**config.mk**
```make
export PLATFORM = sky130hd
export DESIGN_NAME = crip_fold
export DESIGN_NICKNAME = d
export VERILOG_FILES = /design/src/sv/crip_pkg.sv /design/src/sv/crip_fold.sv
export SDC_FILE = /design/constraint.sdc
export NUM_CORES = 2
export LEC_CHECK = 0
export BUFFER_PORTS_ARGS = -buffer_cell sky130_fd_sc_hd__buf_2
export CELL_PAD_IN_SITES_DETAIL_PLACEMENT = 1
export CELL_PAD_IN_SITES_GLOBAL_PLACEMENT = 2
export CORE_MARGIN = 2
export CORE_UTILIZATION = 30
export CTS_CLUSTER_SIZE = 12
export DETAILED_ROUTE_END_ITERATION = 10
export PLACE_DENSITY = 0.81
export SETUP_SLACK_MARGIN = 0.1
export SLEW_MARGIN = 30
export SYNTH_ARGS = -nofsm -noshare
export SYNTH_HDL_FRONTEND = slang
export SYNTH_SLANG_ARGS = --single-unit
export TNS_END_PERCENT = 1
```
**constraint.sdc**
```tcl
create_clock -name clk_i -period 10.2 [get_ports clk_i]
set_input_delay 0.51 -clock clk_i [delete_from_list [all_inputs] [get_ports clk_i]]
set_output_delay 0.51 -clock clk_i [all_outputs]
set_load 0.02 [all_outputs]
```
**src/sv/crip_pkg.sv**
```systemverilog
// shared types, widths and constants of the catmull-rom interpolator
`timescale 1ns / 1ps

package crip_pkg;

  localparam int unsigned CRIP_CORDIC_STEPS = 20;
  localparam int unsigned REDUCE_STEPS      = 13;

  localparam int unsigned MAG_W = 56;
  localparam int unsigned R_W   = 45;
  localparam int unsigned Z_W   = 34;
  localparam int unsigned X_W   = 34;
  localparam int unsigned H_W   = 35;
  localparam int unsigned V_W   = 36;
  localparam int unsigned W_W   = 30;

  localparam logic [16:0]            T_ONE       = 17'd65536;
  localparam logic [42:0]            TWO_PI_Q40  = 43'h6487ED5110B;
  localparam logic signed [R_W-1:0]  TWO_PI_R    = 45'sh6487ED5110B;
  localparam logic signed [R_W-1:0]  PI_R        = 45'sh3243F6A8886;
  localparam logic signed [Z_W-1:0]  PI_Q30      = 34'shC90FDAA2;
  localparam logic signed [Z_W-1:0]  HALF_PI_Q30 = 34'sh6487ED51;
  localparam logic signed [X_W-1:0]  GAIN_Q30    = 34'sh26DD3B6A;
  localparam logic signed [20:0]     PI_Q16      = 21'sd205887;
  localparam logic signed [W_W-1:0]  ONE_Q28     = 30'sd268435456;

  localparam logic [29:0] ATAN_Q30 [32] = '{
    30'h3243F6A8, 30'h1DAC6705, 30'h0FADBAFC, 30'h07F56EA6, 30'h03FEAB76, 30'h01FFD55B,
    30'h00FFFAAA, 30'h007FFF55, 30'h003FFFEA, 30'h001FFFFD, 30'h000FFFFF, 30'h0007FFFF,
    30'h0003FFFF, 30'h0001FFFF, 30'h0000FFFF, 30'h00007FFF, 30'h00003FFF, 30'h00001FFF,
    30'h00000FFF, 30'h000007FF, 30'h000003FF, 30'h000001FF, 30'h000000FF, 30'h0000007F,
    30'h0000003F, 30'h0000001F, 30'h0000000F, 30'h00000008, 30'h00000004, 30'h00000002,
    30'h00000001, 30'h00000000
  };

  typedef struct packed {
    logic               req_type;
    logic signed [31:0] sample_before;
    logic signed [31:0] sample_start;
    logic signed [31:0] sample_end;
    logic signed [31:0] sample_after;
    logic [16:0]        position;
  } in_t;

  typedef struct packed {
    logic signed [31:0] interpolated;
    logic               saturated;
  } out_t;

  typedef struct packed {
    logic signed [W_W-1:0] h00;
    logic signed [W_W-1:0] h01;
    logic signed [W_W-1:0] h10;
    logic signed [W_W-1:0] h11;
  } wgt_t;

  typedef struct packed {
    logic             req_type;
    logic [3:0][31:0] smp;
    wgt_t             wgt;
  } side_t;

  typedef struct packed {
    logic                  flip;
    logic signed [X_W-1:0] x;
    logic signed [X_W-1:0] y;
    logic signed [Z_W-1:0] z;
  } lane_t;

  typedef struct packed {
    logic                  req_type;
    logic                  zero;
    logic [31:0]           plain;
    logic                  sat;
    logic signed [V_W-1:0] x;
    logic signed [V_W-1:0] y;
    logic signed [Z_W-1:0] z;
  } vec_t;

endpackage

```
**src/sv/crip_fold.sv**
```systemverilog
// wrap to minus pi..pi, round to q30 and fold into the cordic range
`timescale 1ns / 1ps

module crip_fold import crip_pkg::*; (
  input  logic                   clk_i,
  input  logic                   en_i,
  input  logic [3:0][MAG_W-1:0]  mag_i,
  input  logic [3:0]             neg_i,
  input  side_t                  side_i,
  output lane_t [3:0]            lane_o,
  output side_t                  side_o
);

  logic signed [R_W-1:0] r_d [4];
  logic signed [R_W-1:0] r_q [4];
  side_t                 side1_q, side2_q;
  lane_t [3:0]           lane_d, lane_q;

  logic signed [R_W-1:0] rm, rabs;
  logic [R_W-1:0]        rsum;
  logic signed [Z_W-1:0] zq, zr;

  always_comb begin
    for (int k = 0; k < 4; k++) begin
      rm = $signed({2'b0, mag_i[k][42:0]});
      if (neg_i[k]) rm = -rm;
      if (rm >= PI_R) r_d[k] = rm - TWO_PI_R;
      else if (rm < -PI_R) r_d[k] = rm + TWO_PI_R;
      else r_d[k] = rm;
    end
  end

  always_comb begin
    rabs = '0;
    rsum = '0;
    zq   = '0;
    zr   = '0;
    for (int k = 0; k < 4; k++) begin
      rabs = r_q[k][R_W-1] ? -r_q[k] : r_q[k];
      rsum = rabs + R_W'(512);
      zq   = $signed({1'b0, rsum[42:10]});
      zr   = r_q[k][R_W-1] ? -zq : zq;
      lane_d[k].x = GAIN_Q30;
      lane_d[k].y = '0;
      if (zr > HALF_PI_Q30) begin
        lane_d[k].z    = zr - PI_Q30;
        lane_d[k].flip = 1'b1;
      end else if (zr < -HALF_PI_Q30) begin
        lane_d[k].z    = zr + PI_Q30;
        lane_d[k].flip = 1'b1;
      end else begin
        lane_d[k].z    = zr;
        lane_d[k].flip = 1'b0;
      end
    end
  end

  always_ff @(posedge clk_i) begin
    if (en_i) begin
      r_q     <= r_d;
      side1_q <= side_i;
      lane_q  <= lane_d;
      side2_q <= side1_q;
    end
  end

  assign lane_o = lane_q;
  assign side_o = side2_q;

endmodule

```
Word-level counts from Yosys, hierarchy flattened --
Index checks and enable logic that the tools add are counted.
Operators by class: $add $sub $neg 32, order comparisons 16, multiplexer cells 32
Operator list (count):
- $mux W45 | 12
- $mux W34 | 12
- $add A45 B44 Y45 const B | 4
- $ge A45 B43 Y1 const B | 4
- $lt A45 B43 Y1 const B | 4
- $neg A43 Y45 | 4
- $sub A45 B44 Y45 const B | 4
- $add A43 B11 Y43 const B | 4
- $mux W43 | 4
- $neg A43 Y43 | 4
- $add A34 B33 Y34 const B | 4
- $gt A34 B32 Y1 const B | 4
- $lt A34 B32 Y1 const B | 4
- $neg A33 Y34 | 4
- $sub A34 B33 Y34 const B | 4
- $mux W1 | 4
Word-level totals: bits in registers 818, bits of input ports 479, word-level logic and storage cells 110

Depth between registers and ports, before layout --
depth after elaboration 8, depth in mapped cells 35, depth with buffers taken out 24

Worst setup path before layout --
Ideal clock, no wire load.
path type register -> register, start point register r_q[89] (netlist bit), end point register lane_q, in the netlist lane_o[213], data pin, setup time 0.276 ns, arrival time 8.818 ns, required time 9.924 ns, slack 1.107 ns, cell stages (with the launch flop) 33, path buffers 13, clock period less this slack 9.093 ns, cells stage by stage edfxtp_1 > clkbuf_1 > clkbuf_1 > clkbuf_1 > clkbuf_1 > buf_1 > buf_1 > clkbuf_1 > clkbuf_1 > clkbuf_1 > buf_1 > o31ai_1 > xnor2_1 > ha_1 > buf_1 > or4bb_1 > nor4_1 > nor4_1 > nor3_1 > a31oi_1 > o211ai_1 > or3_4 > a2111o_1 > buf_2 > o41a_1 > o211a_1 > or4_4 > or3_1 > o221ai_2 > a21o_1 > buf_6 > o22ai_1 > xnor2_1
RTL lines:
- from (decl) | line crip_fold.sv:15 | logic signed [R_W-1:0] r_q [4];
- from (signal assigned) | line crip_fold.sv:60 | r_q <= r_d;
- to (signal assigned) | line crip_fold.sv:62 | lane_q <= lane_d;
- to (decl) | line crip_fold.sv:17 | lane_t [3:0] lane_d, lane_q;

==> summary.md <==
| Metric | Value |
|---|---|
| Crit path buf inv count | `1` |
| Clock Path Buffers | `3` |
| Cells on worst reg2reg path | `22` |
| Clock tree from TritonCTS | `done` |
| Clock sink total | `814` |
| Critical path type | `flip-flop to flip-flop` |
| Die H | `450 um` |
| Fmax | `0.114 GHz` |
| Clk Latency, worst-skew pair | `0.74 ns` |
| Fin. max-slew vios | `0` |
| FF-to-FF setup slack | `1.44 ns` |
| Most common cell on crit path | `or4_1` |
| Post-CTS sizing | `0` |
| Synth Warn # | `0` |
| DRT Pass-1 Iters | `6` |
| Synth Area per Inst | `9.42 um2` |
| Port Buf Inserts | `815` |
| Post-synthesis instance total | `6,350` |
| Hpwl dp | `158,000 um` |
| Core area | `198,000 um2` |
| Drt via density | `5.34` |
| Hold wc startpoint | `side_i[37]` |
| Critical-path top delay cell | `o31a_1` |
| Cell area power density | `197 nW/um2` |
| XOR/XNOR Fraction of Synth Area | `0.126` |
| Lkg Pwr | `25.0 nW` |
| Most area-consuming cells after synthesis | `edfxtp_1, xnor2_1, xor2_1, buf_4, o21ai_0` |
| Starting Density | `0.303` |
| Worst Path Required | `10.65 ns` |
| Multiplexer share of the synthesized area | `0.0112` |
| Drt drc | `0` |
| Hold path depth | `1` |
| Final period utilization | `0.859` |
| Commonest non-fill, non-tap cell in the layout | `buf_2` |
| Clock root buffer | `clkbuf_16` |
| Proportion of synthesized flip-flops having asynchronous set or reset | `0` |
| RSZ-0062 raised after global routing | `false` |
| Number of synthesized flops with an enable pin | `814` |
| Met3 wire len | `7100 um` |
| Final min period | `8.76 ns` |
| Worst path top cell family by delay | `compound AO/OA/AOI/OAI gates` |
| Nets | `7,768` |
| Post-layout util | `0.359` |
| Critical Path AT | `9.21 ns` |
| Initial antenna violation count | `44` |
| Yosys cell types | `105` |
| Worst-Margin Slew | `1.03 ns` |
| Tightest Hold Check Type | `primary input to flip-flop` |
| Netlist Area Pre-Place | `59,800 um2` |
| Critical Path Start Type | `flip-flop` |
| Inserted Clock Buffers | `90` |
| Synthesis-stage register bit count | `814` |
| Routability cong. | `0.883` |
| Post-route ant nets | `0` |
| Die area | `203,000 um2` |
| Worst r2r dst | `lane_o[216]` |
| Top FF cell, synth | `edfxtp_1` |
| Met1 WL | `89,300 um` |
| Compound-Gate Fraction of Synth Area | `0.201` |
| Die width | `450 um` |
| Result of the run | `finished clean` |
| Simple-gate share of the synthesized area | `0.183` |
| Worst Clk Skew | `0.0420 ns` |
| # IOs | `1,140` |
| Top layer in use | `met4` |
| Adder-cell share of the synthesized area | `0.00669` |
| Critical path capture point type | `flip-flop` |
| Delay of the slowest critical-path stage | `0.82 ns` |
| Final WL | `208,000 um` |
| First-pass GRT wire length | `320,000 um` |
| Tot GR Track Use | `0.195` |
| Largest net degree at the start of global routing | `164` |
| Max_slew headroom | `0.311` |
| DR vias | `53,300` |
| Clock slew at reported path FFs | `0.06 ns` |
| Largest family of logic cells by synthesized area | `compound AO/OA/AOI/OAI gates` |
| Crit-path cells | `or4_1 > or4_1 > nand2_1 > xnor2_1 > ha_1 > or4bb_1 > nor4_1 > nor4_1 > buf_4 > o31ai_1 > nand4_1 > a221oi_1 > nand4_1 > a21o_1 > a311oi_1 > o311ai_1 > or4_1 > a311oi_1 > o31a_1 > nand2b_1 > o211ai_1 > o211ai_1` |
| Final hold vios | `0` |
| Highest ir drop seen on vdd | `0.000131 V` |
| Setup TNS Final | `0 ns` |
| Yosys top cell by area | `edfxtp_1` |
| Synth-to-Final Area Change | `18.8%` |
| Total power after layout | `14.0 mW` |
| Fin Hold WS | `0.0955 ns` |
| WL/cell | `20.8 um` |
| Row count | `163` |
| Sequential area share after synthesis | `0.409` |
| Setup WS pre-CTS | `1.51 ns` |
| Most frequent cells in the layout | `buf_2, edfxtp_1, xnor2_1` |
| Overflow after GRT | `0` |
| Max cap viols | `0` |
| Crit Path Max Fanout | `19` |
| Final setup vio count | `0` |
| H-tree levels | `3` |
| Cts hold-fix bufs | `248` |
| Share of cells above drive strength 1 | `0.159` |
| Yosys top cell area share | `0.409` |
| Vias in the first global route | `53,300` |
| DR iter-0 viols | `3,369` |
| Worst Hold Endpoint | `side1_q[37]` |
| Worst setup margin | `1.44 ns` |
| Met2 Wirelength | `104,000 um` |
| Post-CTS Setup Bufs | `0` |
| R2R Path Start | `r_q[46]` |
==> synthesized netlist by cell type, drive strengths merged (36+ instances only) <==
| master | number |
|---|---|
| o31ai | 146 |
| nand4 | 101 |
| or2 | 74 |
| mux2i | 41 |
| o21a | 39 |
| nor3 | 209 |
| and2 | 72 |
| nand2 | 436 |
| inv | 134 |
| o22ai | 87 |
| xor2 | 334 |
| a31oi | 107 |
| xnor2 | 522 |
| or4 | 89 |
| a21o | 44 |
| nand3 | 174 |
| a22oi | 40 |
| a41oi | 36 |
| a211oi | 57 |
| o211ai | 58 |
| edfxtp | 814 |
| or3 | 97 |
| and3 | 57 |
| nor2b | 43 |
| nor4 | 97 |
| o21ai | 367 |
| a21oi | 283 |
| nand2b | 76 |
| buf | 311 |
| o41ai | 75 |
| clkbuf | 269 |
| nor2 | 475 |
==> metal layers <==
layer,vias up,global-route usage
li1,25400,-
met2,1263,0.343
met4,0,0.0789
met3,292,0.0188
met5,-,0
met1,26300,0.244
==> state kept, by name (all words and copies together), names as in the netlist <==
signal,flops
lane_o,140
side1_q,249
side_o,249
r_q,176
==> metrics by stage <==
step / area, um2 / cells
2_1_floorplan: 60800 / 6620
3_3_place_gp: 65500 / 9556
3_5_place_dp: 65500 / 9556
4_1_cts: 70900 / 9954
5_1_grt: 71000 / 9977
6_report: 71000 / 9983
==> cells by family after synthesis <==
group           Yosys count
simple gates           2120
other cells               2
mux                      62
buf+inv                 716
xor+xnor                857
fa+ha+maj                32
compound gates         1747
flops                   814
==> worst reg2reg max path, cell delays in order, from the launching register on <==
cell	delay, ns
edfxtp_1	0.39
or4_1	0.65
or4_1	0.56
nand2_1	0.11
xnor2_1	0.13
ha_1	0.37
or4bb_1	0.42
nor4_1	0.28
nor4_1	0.12
buf_4	0.19
o31ai_1	0.40
nand4_1	0.19
a221oi_1	0.70
nand4_1	0.28
a21o_1	0.33
a311oi_1	0.57
o311ai_1	0.36
or4_1	0.58
a311oi_1	0.54
o31a_1	0.82
nand2b_1	0.19
o211ai_1	0.17
o211ai_1	0.13
==> cell type report <==
cell class | count | area [um2]
tap | 2640 | 3300
sequential | 814 | 24400
clock buffer | 109 | 2320
antenna | 28 | 70.1
inverter | 136 | 510
fill | 23000 | 127000
timing repair buffer | 1125 | 7080
clock inverter | 41 | 541
multi-input combinational | 5090 | 32800
==> report_power, final <==
part	total [mW]	switching (mW)	internal, mW
clock	3.23	1.44	1.79
sequential	4.87	0.404	4.46
combinational	5.92	3.89	2.03
total	14.0	5.74	8.28
==> worst max path at each step <==
| stage | start | end | slack [ns] | cells after the start |
|---|---|---|---|---|
| after floorplan | r_q[89] | lane_o[213] | 1.11 | 32 |
| after global placement | r_q[48] | lane_o[212] | 1.60 | 21 |
| after detailed placement | r_q[46] | lane_o[216] | 1.51 | 22 |
| after CTS | r_q[46] | lane_o[216] | 1.48 | 22 |
| after global routing | r_q[4] | lane_o[341] | 0.69 | 22 |
| final | r_q[46] | lane_o[216] | 1.44 | 22 |
Power figures use the tool's default switching activity.
