**config.mk**
```make
export PLATFORM = sky130hd
export DESIGN_NAME = crip_vec_cell
export DESIGN_NICKNAME = d
export VERILOG_FILES = /design/src/sv/crip_pkg.sv /design/src/sv/crip_vec_cell.sv
export SDC_FILE = /design/constraint.sdc
export NUM_CORES = 1
export LEC_CHECK = 0
export BUFFER_PORTS_ARGS = -buffer_cell sky130_fd_sc_hd__buf_2
export CORE_UTILIZATION = 40
export DETAILED_ROUTE_END_ITERATION = 8
export SYNTH_ARGS = -nofsm -noshare
export SYNTH_HDL_FRONTEND = slang
export SYNTH_SLANG_ARGS = --single-unit
```
**constraint.sdc**
```tcl
create_clock -name clk_i -period 2.9 [get_ports clk_i]
set_input_delay 0.145 -clock clk_i [delete_from_list [all_inputs] [get_ports clk_i]]
set_output_delay 0.145 -clock clk_i [all_outputs]
set_load 0.03 [all_outputs]
```
**src/sv/crip_pkg.sv**
```systemverilog
// shared types, widths and constants of the catmull-rom interpolator
`timescale 1ns / 1ps

package crip_pkg;

  localparam int unsigned CRIP_CORDIC_STEPS = 20;
  localparam int unsigned REDUCE_STEPS      = 13;

  localparam int unsigned MAG_W = 56;
  localparam int unsigned R_W   = 45;
  localparam int unsigned Z_W   = 34;
  localparam int unsigned X_W   = 34;
  localparam int unsigned H_W   = 35;
  localparam int unsigned V_W   = 36;
  localparam int unsigned W_W   = 30;

  localparam logic [16:0]            T_ONE       = 17'd65536;
  localparam logic [42:0]            TWO_PI_Q40  = 43'h6487ED5110B;
  localparam logic signed [R_W-1:0]  TWO_PI_R    = 45'sh6487ED5110B;
  localparam logic signed [R_W-1:0]  PI_R        = 45'sh3243F6A8886;
  localparam logic signed [Z_W-1:0]  PI_Q30      = 34'shC90FDAA2;
  localparam logic signed [Z_W-1:0]  HALF_PI_Q30 = 34'sh6487ED51;
  localparam logic signed [X_W-1:0]  GAIN_Q30    = 34'sh26DD3B6A;
  localparam logic signed [20:0]     PI_Q16      = 21'sd205887;
  localparam logic signed [W_W-1:0]  ONE_Q28     = 30'sd268435456;

  localparam logic [29:0] ATAN_Q30 [32] = '{
    30'h3243F6A8, 30'h1DAC6705, 30'h0FADBAFC, 30'h07F56EA6, 30'h03FEAB76, 30'h01FFD55B,
    30'h00FFFAAA, 30'h007FFF55, 30'h003FFFEA, 30'h001FFFFD, 30'h000FFFFF, 30'h0007FFFF,
    30'h0003FFFF, 30'h0001FFFF, 30'h0000FFFF, 30'h00007FFF, 30'h00003FFF, 30'h00001FFF,
    30'h00000FFF, 30'h000007FF, 30'h000003FF, 30'h000001FF, 30'h000000FF, 30'h0000007F,
    30'h0000003F, 30'h0000001F, 30'h0000000F, 30'h00000008, 30'h00000004, 30'h00000002,
    30'h00000001, 30'h00000000
  };

  typedef struct packed {
    logic               req_type;
    logic signed [31:0] sample_before;
    logic signed [31:0] sample_start;
    logic signed [31:0] sample_end;
    logic signed [31:0] sample_after;
    logic [16:0]        position;
  } in_t;

  typedef struct packed {
    logic signed [31:0] interpolated;
    logic               saturated;
  } out_t;

  typedef struct packed {
    logic signed [W_W-1:0] h00;
    logic signed [W_W-1:0] h01;
    logic signed [W_W-1:0] h10;
    logic signed [W_W-1:0] h11;
  } wgt_t;

  typedef struct packed {
    logic             req_type;
    logic [3:0][31:0] smp;
    wgt_t             wgt;
  } side_t;

  typedef struct packed {
    logic                  flip;
    logic signed [X_W-1:0] x;
    logic signed [X_W-1:0] y;
    logic signed [Z_W-1:0] z;
  } lane_t;

  typedef struct packed {
    logic                  req_type;
    logic                  zero;
    logic [31:0]           plain;
    logic                  sat;
    logic signed [V_W-1:0] x;
    logic signed [V_W-1:0] y;
    logic signed [Z_W-1:0] z;
  } vec_t;

endpackage

```
**src/sv/crip_vec_cell.sv**
```systemverilog
// one vectoring cordic iteration of the atan2 chain
`timescale 1ns / 1ps

module crip_vec_cell import crip_pkg::*; #(
  parameter int unsigned IDX = 0
) (
  input  logic clk_i,
  input  logic en_i,
  input  vec_t vec_i,
  output vec_t vec_o
);

  localparam logic signed [Z_W-1:0] ANG = $signed({4'b0, ATAN_Q30[IDX % 32]});

  vec_t vec_d, vec_q;
  logic signed [V_W-1:0] dx, dy;

  always_comb begin
    vec_d = vec_i;
    dx = $signed(vec_i.y) >>> IDX;
    dy = $signed(vec_i.x) >>> IDX;
    if (!vec_i.y[V_W-1]) begin
      vec_d.x = vec_i.x + dx;
      vec_d.y = vec_i.y - dy;
      vec_d.z = vec_i.z + ANG;
    end else begin
      vec_d.x = vec_i.x - dx;
      vec_d.y = vec_i.y + dy;
      vec_d.z = vec_i.z - ANG;
    end
  end

  always_ff @(posedge clk_i) begin
    if (en_i) vec_q <= vec_d;
  end

  assign vec_o = vec_q;

endmodule
```
==> After elaboration in Yosys (flattened, before gate mapping) <==
Cells that the tools add are included.
{ "totals": {"register_bits": 141, "inputBits": 143, "out_inout_bits": 141, "wordCells": 13} }
{ "classes": {"n_addsub": 5, "muxes": 1} }
{ "op_table": {"columns": ["operator", "n"], "rows": [
  ["$mux 106", 1],
  ["$sub 36x36->36", 2],
  ["$add 36x36->36", 1],
  ["$add 34x31->34 const B", 1],
  ["$sub 34x31->34 const B", 1]
]} }

==> Logic depth before layout (Yosys ltp) <==
Gate-level depths: netlist (run 1).
{ "logic_depth": {"ltp_word": 2, "depth_mapped": 13, "mapped_depth_nobuf": 12} }

==> Worst setup path before layout (run 1) <==
OpenSTA, ideal clock, no wires.
{ "synth_path": {"path_type": "input port to flip-flop", "start": "input port vec_i[69] in the netlist's numbering", "end": "register vec_q, in the netlist vec_o[31] (data pin)", "setup_time_ns": 0.265, "t_arrival_ns": 2.845, "required_ns": 2.635, "slack_ns": -0.210, "path_stages": 13, "n_path_buf": 2, "cell_sequence": "clkbuf_1 -> clkinv_1 -> buf_4 -> ha_1 -> nor2b_1 -> o31a_1 -> o31a_1 -> a211o_1 -> a211oi_2 -> o21bai_2 -> a31oi_2 -> a32oi_1 -> xor2_1"} }
{ "synth_rtl": {"columns": ["item", "line", "rtl"], "rows": [
  ["start: declaration", "crip_vec_cell.sv:9", "input vec_t vec_i,"],
  ["end signal: assignment", "crip_vec_cell.sv:34", "if (en_i) vec_q <= vec_d;"],
  ["end: declaration", "crip_vec_cell.sv:15", "vec_t vec_d, vec_q;"]
]} }

==> results of run 1 <==
[placed cells by master, fill, tap and decap left out, types with 8 or more instances in the layout]
cell / Yosys / final
a211oi_1: 12 / 12
a21o_1: 39 / 39
a21oi_1: 131 / 131
a31oi_1: 9 / 9
buf_2: 20 / 281
buf_4: 9 / 181
clkbuf_16: 0 / 17
dlygate4sd3_1: 0 / 38
edfxtp_1: 140 / 140
ha_1: 138 / 138
inv_1: 115 / 115
mux2i_1: 19 / 19
nand2_1: 69 / 69
nand2b_1: 13 / 13
nand3_1: 24 / 24
nand4_1: 13 / 13
nor2_1: 101 / 101
nor2b_1: 12 / 12
nor3_1: 27 / 27
nor4_1: 9 / 9
o211ai_1: 11 / 11
o21a_1: 13 / 13
o21ai_0: 81 / 81
o21ai_1: 17 / 17
o21bai_1: 23 / 23
o31ai_1: 11 / 11
or3_1: 8 / 8
xnor2_1: 74 / 74
xor2_1: 16 / 16
[layer usage]
metal / vias to the layer above / wire length [um]
met1: 5525 / 16600
met2: 521 / 18500
li1: 5715 / -
met5: - / 13
met4: 2 / 1730
met3: 87 / 2830
[area by class of cell]
class | instances | area (um2)
clock buffers | 17 | 425
clock inverters | 15 | 194
multi-input cells | 1001 | 7210
inverters | 122 | 459
diodes | 1 | 2.50
repair buffers | 502 | 3180
flip-flops and latches | 140 | 4200
fillers | 2779 | 13600
well taps | 390 | 488
[per-stage QoR]
| stage | hold slack (ns) | instances | power (mW) | utilization [%] | worst slack [ns] |
|---|---|---|---|---|---|
| after floorplan | 0.244 | 1314 | 4.72 | - | 0.0205 |
| after global placement | 0.321 | 2117 | 5.90 | 51.0 | -0.186 |
| after CTS | 0.0393 | 2187 | 8.27 | 54.4 | 0.286 |
| final | 0.0543 | 2188 | 8.22 | 54.4 | 0.196 |
| after global routing | 0.0656 | 2188 | 8.61 | 54.4 | 0.0632 |
| after detailed placement | 0.323 | 2117 | 5.91 | 51.0 | -0.154 |
[worst max path at each step]
stage                   start         end  slack, ns  depth (start not counted)
finish              vec_i[70]   vec_o[94]       0.20                         14
global route        vec_i[70]  vec_o[104]       0.06                         15
CTS                 vec_i[70]  vec_o[104]       0.29                         15
detailed placement  vec_i[70]  vec_o[104]      -0.15                         15
global placement    vec_i[70]  vec_o[104]      -0.19                         15
floorplan           vec_i[69]   vec_o[31]       0.02                         13
[cells by family (layout without fill, tap and decap cells)]
family / Yosys count / count (layout) / share of synthesized area [%]
other cells: 0 / 1 / 0
mux: 20 / 20 / 1.66
simple gates: 313 / 313 / 12.5
xor+xnor: 90 / 90 / 6.49
buf+inv: 173 / 656 / 5.96
flops: 140 / 140 / 34.6
compound gates: 436 / 436 / 23.9
fa+ha+maj: 142 / 142 / 14.9
[where the power goes]
part / internal, mW / total (mW) / switching [mW]
combinational: 1.23 / 3.25 / 2.02
sequential: 2.61 / 2.69 / 0.0824
clock: 1.18 / 2.27 / 1.09
total: 5.02 / 8.22 / 3.20
==> results.md, run 1 <==
* Outcome: completed
* Vias/cell at 5.42
* Die W at 176 um
* CP peak stage delay at 0.41 ns
* Final hold vios at 0
* Max_cap viols at 0
* Ports at 284
* Crit end category: register
* Yosys top cell area share at 34.6%
* DP Area at 15200 um2
* GR Overflow Total at 0
* Post-route design area at 16200 um2
* GRT Total Usage at 25.3%
* Min-Delay Path Class: in -> reg
* Drt drc at 0
* Pin count of the biggest net entering global routing at 52
* Area Growth Syn to Fin at 33.1%
* Final net count at 2069
* Register area share after synthesis at 34.6%
* Max Transition Viols Final at 0
* CP max FO at 5
* Min Tclk post-route at 2.70 ns
* Pleak at 7.47 nW
* PortBufs at 283
* Die height at 176 um
* Drt pass-1 iters at 5
* Vias in the first global route at 11.4k
* Mapped Cells at 1314
* Via count at 11.9k
* Share of cells above drive strength 1 at 30.2%
* Synthesized cell area at 12100 um2
* Clk pin slew, worst setup/hold paths at 0.08 ns
* CTS sink cnt at 140
* Final setup violation count at 0
* Worst slew margin at 57.3%
* Crit-path leading delay family: compound AO/OA/AOI/OAI gates
* Fraction of registers with async set/reset at 0%
* Synth cell types at 88
* Core box area at 29700 um2
* Post-CTS Setup Inserts at 0
* Hold depth at 2
* Die area at 31000 um2
* Initial antenna violation count at 2
* WL/cell at 18.1 um
* CTS Buf Count at 17
* WL final at 39700 um
* # resized after CTS at 0
* Gr busiest metal: met2
* Post-synth EDFFs at 140
* Antenna-violating nets left at 0
* Synthesized Nets at 1599
* Min-delay src: vec_i[3]
* Fin crit share at 93.2%
* # hold bufs at CTS at 38
* #FFs+latches synth at 140
* Fmax at 370 MHz
* Routability cong. at 1.00
* Initial Utilization at 40.8%
* Detail Placement HPWL at 31800 um
* CP bufs+invs at 3
* Most common cell in the netlist: edfxtp_1
* H-Tree Depth at 4
* Wire length of the first global-routing pass at 60700 um
* Met3 usage at 3.68%
* Max rail drop VDD at 396 uV
* Clock Tree Buf Depth at 2
* Dominant cells by area after synthesis: edfxtp_1, ha_1, a21oi_1, xnor2_1, inv_1
* Crit path required time at 3.14 ns
* CP Class: in -> reg
* Root Buffer: clkbuf_16
* GR Util met2 at 41.9%
* # rows at 63
* Worst EP arrival at 2.95 ns
* Slowest cell on crit path: fa_1
* Yosys top cell by area: edfxtp_1
* Syn avg cell area at 9.24 um2
* RSZ-0062 raised after global routing: false
* Met1 Usage GRT at 32.3%
* Largest register FFs at 140
* Startpoint Class: input pin
* Worst-margin pin slew at 0.635 ns
* Hold worst-path end: vec_o[3]
* CP cell instances: buf_2 -> ha_1 -> inv_1 -> fa_1 -> o21ba_2 -> nor4_1 -> buf_4 -> o211ai_2 -> nand3_2 -> o2111ai_1 -> nand3_1 -> a21o_1 -> mux2i_1 -> xnor2_1
* Top FF cell, synth: edfxtp_1
* Power per cell area at 508 nW/um2
* Most common library cells after synthesis: edfxtp_1, ha_1, a21oi_1
* Setup TNS Final at 0 ns
* DR iter-0 viols at 1003
* TritonCTS clock tree: built
* Warnings, synthesis at 0
No activity file was read; power rests on OpenSTA's default activity.
==> inputs of run 2 (changes only) <==
Settings changed: SKIP_CTS_REPAIR_TIMING set to 1.
Clock period 2.9 ns to 2.35 ns, I/O delays scaled along.
==> run 2 against run 1 <==
The run now ends with setup timing left. Clock power up 25%. Via count rose by 7.6%. Non-clock buffer count grew 240. Combinational power rose by 43%. Flip-flop and latch count is the same. Final cell count increased by 11%. Worst hold slack got worse by 0.054 ns. Clock-buffer cell count stayed put. Core utilization increased by 8.0 points. Die area did not move.
==> results.md, run 2 (same netlist as run 1, synthesis figures left out) <==
* Setup TNS Final at -0.00354 ns
* Ports at 284
* Clk pin slew, worst setup/hold paths at 0.07 ns
* Share of cells above drive strength 1 at 41.7%
* Worst EP arrival at 2.54 ns
* Largest register FFs at 140
* GR Overflow Total at 0
* Outcome: finished, violations left
* Die height at 176 um
* Final hold slack at 0.000645 ns
* Startpoint Class: input pin
* Place WS at -0.637 ns
* Drt drc at 0
* Min Tclk post-route at 2.35 ns
* Pleak at 8.71 nW
* PortBufs at 283
* Final hold vios at 0
* Min-Delay Path Class: in -> reg
* GRT Total Usage at 26.6%
* TritonCTS clock tree: built
* Root Buffer: clkbuf_16
* H-Tree Depth at 4
* RSZ-0062 raised after global routing: true
* Worst-margin pin slew at 0.625 ns
* Crit path required time at 2.53 ns
* DR iter-0 viols at 811
* Die area at 31000 um2
* Power per cell area at 584 nW/um2
* CTS sink cnt at 140
* Crit end category: register
* Final net count at 2309
* Antenna-violating nets left at 0
* Most common cell after layout, fill and taps aside: buf_4
* Drt pass-1 iters at 5
* Clock Tree Buf Depth at 2
* WL final at 42600 um
* Die W at 176 um
* Wire length of the first global-routing pass at 64100 um
* Routability cong. at 0.942
* CP Class: in -> reg
* Fin crit share at 100%
* Commonest non-fill, non-tap cells in the layout: buf_4, buf_2, edfxtp_1, ha_1, a21oi_1
* # rows at 63
* Initial Utilization at 40.8%
* Max rail drop VDD at 415 uV
* Max_cap viols at 0
* Max Transition Viols Final at 0
* Failing checks: setup timing
* Share of the core filled with cells at 62.4%
* CP max FO at 5
* Worst slew margin at 58.4%
* CTS Buf Count at 17
* Vias in the first global route at 12.2k
* Vias/cell at 5.25
* Area Growth Syn to Fin at 52.7%
* Fmax at 425 MHz
* Via count at 12.8k
* Setup ws final at -0.00354 ns
* WL/cell at 17.6 um
* Pin count of the biggest net entering global routing at 54
* Initial antenna violation count at 3
* Final setup violation count at 1
* Detail Placement HPWL at 34100 um
* Core box area at 29700 um2
## run 2: changes by cell type in the layout (fill, tap and decap cells not counted), moves of 7 or more
cell,delta
a21oi_1,-14
a21oi_2,+12
buf_4,+234
ha_1,-15
ha_4,+11
o21ai_2,+7
## run 2: metal layers
| layer | wire (um) | global-route usage [%] |
|---|---|---|
| met4 | 954 | 7.75 |
| met3 | 2500 | 4.24 |
| met1 | 18400 | 33.7 |
| met2 | 20800 | 46.2 |
| met5 | 27 | 0 |
## run 2: power by group
| group | total (mW) | switching, mW | internal [mW] |
|---|---|---|---|
| sequential | 3.32 | 0.0955 | 3.22 |
| combinational | 4.65 | 2.69 | 1.97 |
| clock | 2.84 | 1.39 | 1.46 |
## run 2: stage by stage
stage / std cells / power (mW) / instance area (um2)
2_1_floorplan: 1314 / 5.86 / 12300
3_3_place_gp: 2349 / 7.74 / 17000
3_5_place_dp: 2349 / 7.76 / 17000
4_1_cts: 2381 / 10.6 / 17600
5_1_grt: 2427 / 11.3 / 18500
6_report: 2428 / 10.8 / 18500
## run 2: worst max-delay path: stages
cell and delay, ns:
buf_2 0.10, inv_1 0.09, ha_4 0.23, buf_4 0.16
a21oi_1 0.20, o21ai_1 0.16, a22o_1 0.23, a311o_1 0.37
a31oi_4 0.18, buf_4 0.16, o21ai_2 0.08, a211oi_1 0.22
a21oi_1 0.09, xnor2_1 0.15
## run 2: path summary, 6_finish.rpt
check             slack (ns)          to      start  depth (start not counted)
setup / recovery      -0.004  vec_o[101]  vec_i[40]                         14
hold / removal        0.0006    vec_o[3]   vec_i[3]                          2
## run 2: area by class of cell
class	count	area, um2
fill	2524	11200
multi-input combinational	1001	7720
timing repair buffer	742	5020
sequential	140	4200
tap	390	488
inverter	122	474
clock buffer	17	425
clock inverter	15	189
antenna	1	2.50
==> inputs of run 3 (changes only) <==
Settings changed: CORE_MARGIN set to 4, SLEW_MARGIN set to 15.
==> run 3 against run 2 <==
The run now ends clean. Combinational power about the same. Non-clock buffer count down 31. Final cell count down 1.3%. Clock power down 1%. Global-route usage down 1.5 points. Power down 0.65%. Sequential power about the same. First-iteration DRC count up 6.3%. Flip-flop and latch count unchanged. Via count down 0.79%. Critical path type unchanged. Critical endpoint is now vec_o[69].
==> results.md, run 3 (same netlist as run 1, synthesis figures left out) <==
* Outcome: completed
* Drt drc at 0
* Ports at 284
* CTS sink cnt at 140
* Crit end category: register
* Commonest non-fill, non-tap cells in the layout: buf_4, buf_2, edfxtp_1, ha_1, a21oi_1
* Largest register FFs at 140
* RSZ-0062 raised after global routing: true
* Min-Delay Path Class: in -> reg
* Die W at 182 um
* Final setup violation count at 0
* Core box area at 29800 um2
* H-Tree Depth at 4
* Worst EP arrival at 2.62 ns
* Die area at 33200 um2
* Antenna diodes at 0
* TritonCTS clock tree: built
* Clk pin slew, worst setup/hold paths at 0.07 ns
* Detail Placement HPWL at 35600 um
* Vias in the first global route at 12.6k
* Fin crit share at 99.8%
* # rows at 63
* Final hold vios at 0
* CP Class: in -> reg
* Area Growth Syn to Fin at 50.9%
* Die height at 182 um
* Post-route design area at 18300 um2
* Vias/cell at 5.28
* Crit-path leading delay family: compound AO/OA/AOI/OAI gates
* WL final at 43800 um
* Met1 Usage GRT at 31.7%
* Pleak at 8.57 nW
* Via count at 12.7k
* Max rail drop VDD at 494 uV
* Power per cell area at 587 nW/um2
* Placed cell count at 2319
* CP most frequent cell: a21oi_2
* Gr busiest metal: met2
* Multi-input logic area at 7730 um2
* Min Tclk post-route at 2.35 ns
* CP cell instances: buf_2 -> inv_1 -> ha_4 -> buf_4 -> buf_12 -> a21oi_2 -> nand3_1 -> a221o_1 -> a31oi_4 -> o21ai_4 -> a21oi_2 -> mux2_2 -> nor3_1
* Clock Tree Buf Depth at 2
* CP max FO at 10
* Initial Utilization at 40.7%
* Slowest cell on crit path: a221o_1
* Sequential cell area at 4200 um2
* GR Util met2 at 44.4%
* Max_cap viols at 0
* Worst-margin pin slew at 0.588 ns
* Final net count at 2278
* CTS Buf Count at 17
* Drt pass-1 iters at 5
* Fin cells at 2396
* DP Area at 16800 um2
* PortBufs at 283
* Met3 usage at 3.35%
* Share of cells above drive strength 1 at 40.9%
* Most common cell after layout, fill and taps aside: buf_4
* Routability cong. at 0.941
* Startpoint Class: input pin
* Initial antenna violation count at 1
* GR Overflow Total at 0
* GRT Total Usage at 25.1%
* Pin count of the biggest net entering global routing at 55
* CP bufs+invs at 4
* Wire length of the first global-routing pass at 66600 um
* Max Transition Viols Final at 0
* WL/cell at 18.3 um
* FILL cells at 2611
* Antenna-violating nets left at 0
* Root Buffer: clkbuf_16
* DR iter-0 viols at 862
* CP peak stage delay at 0.41 ns
* Worst slew margin at 60.8%
* Fmax at 426 MHz
* Crit path required time at 2.62 ns
-- run 3: cell types whose count changed in the layout (fill, tap and decap cells not counted), moves of 2 or more --
cell | previous run | this run
buf_4 | 415 | 387
buf_6 | 6 | 2
a311oi_2 | 2 | 0
buf_2 | 280 | 278
ha_1 | 123 | 121
-- run 3: stage by stage --
| step | setup WS, ns | hold WS, ns | TNS [ns] | util (%) | power (mW) |
|---|---|---|---|---|---|
| 6_report | 0.00447 | 0.000861 | 0 | 61.5 | 10.7 |
| 3_5_place_dp | -0.570 | 0.296 | -22.02 | 56.5 | 7.75 |
| 2_1_floorplan | -0.239 | 0.216 | -1.19 | - | 5.86 |
| 3_3_place_gp | -0.519 | 0.294 | -20.37 | 56.5 | 7.71 |
| 4_1_cts | -0.122 | -0.169 | -0.609 | 58.5 | 10.6 |
| 5_1_grt | -0.0602 | 0.0297 | -0.194 | 61.5 | 11.3 |
-- run 3: layer usage --
metal  share of wire [%]  vias up
met4                 2.7        2
met2                  50      464
li1                    -     6141
met3                 5.7       66
met1                  42     5979
met5               0.027        -
-- run 3: power by group --
part / internal, mW / switching (mW) / leakage (nW)
combinational: 1.92 / 2.69 / 6.90
sequential: 3.22 / 0.108 / 1.37
clock: 1.45 / 1.34 / 0.299
total: 6.60 / 4.14 / 8.57
-- run 3: path summary, 6_finish.rpt --
check                  from         to  depth (start not counted)
setup / recovery  vec_i[38]  vec_o[69]                         13
hold / removal     vec_i[3]   vec_o[3]                          2
-- run 3: final cells by class --
| class | count | area share, % |
|---|---|---|
| tap | 390 | 2.66 |
| inverter | 122 | 2.59 |
| clock inverter | 15 | 1.06 |
| clock buffer | 17 | 2.32 |
| sequential | 140 | 23.0 |
| multi-input combinational | 1001 | 42.2 |
| timing repair buffer | 711 | 26.2 |
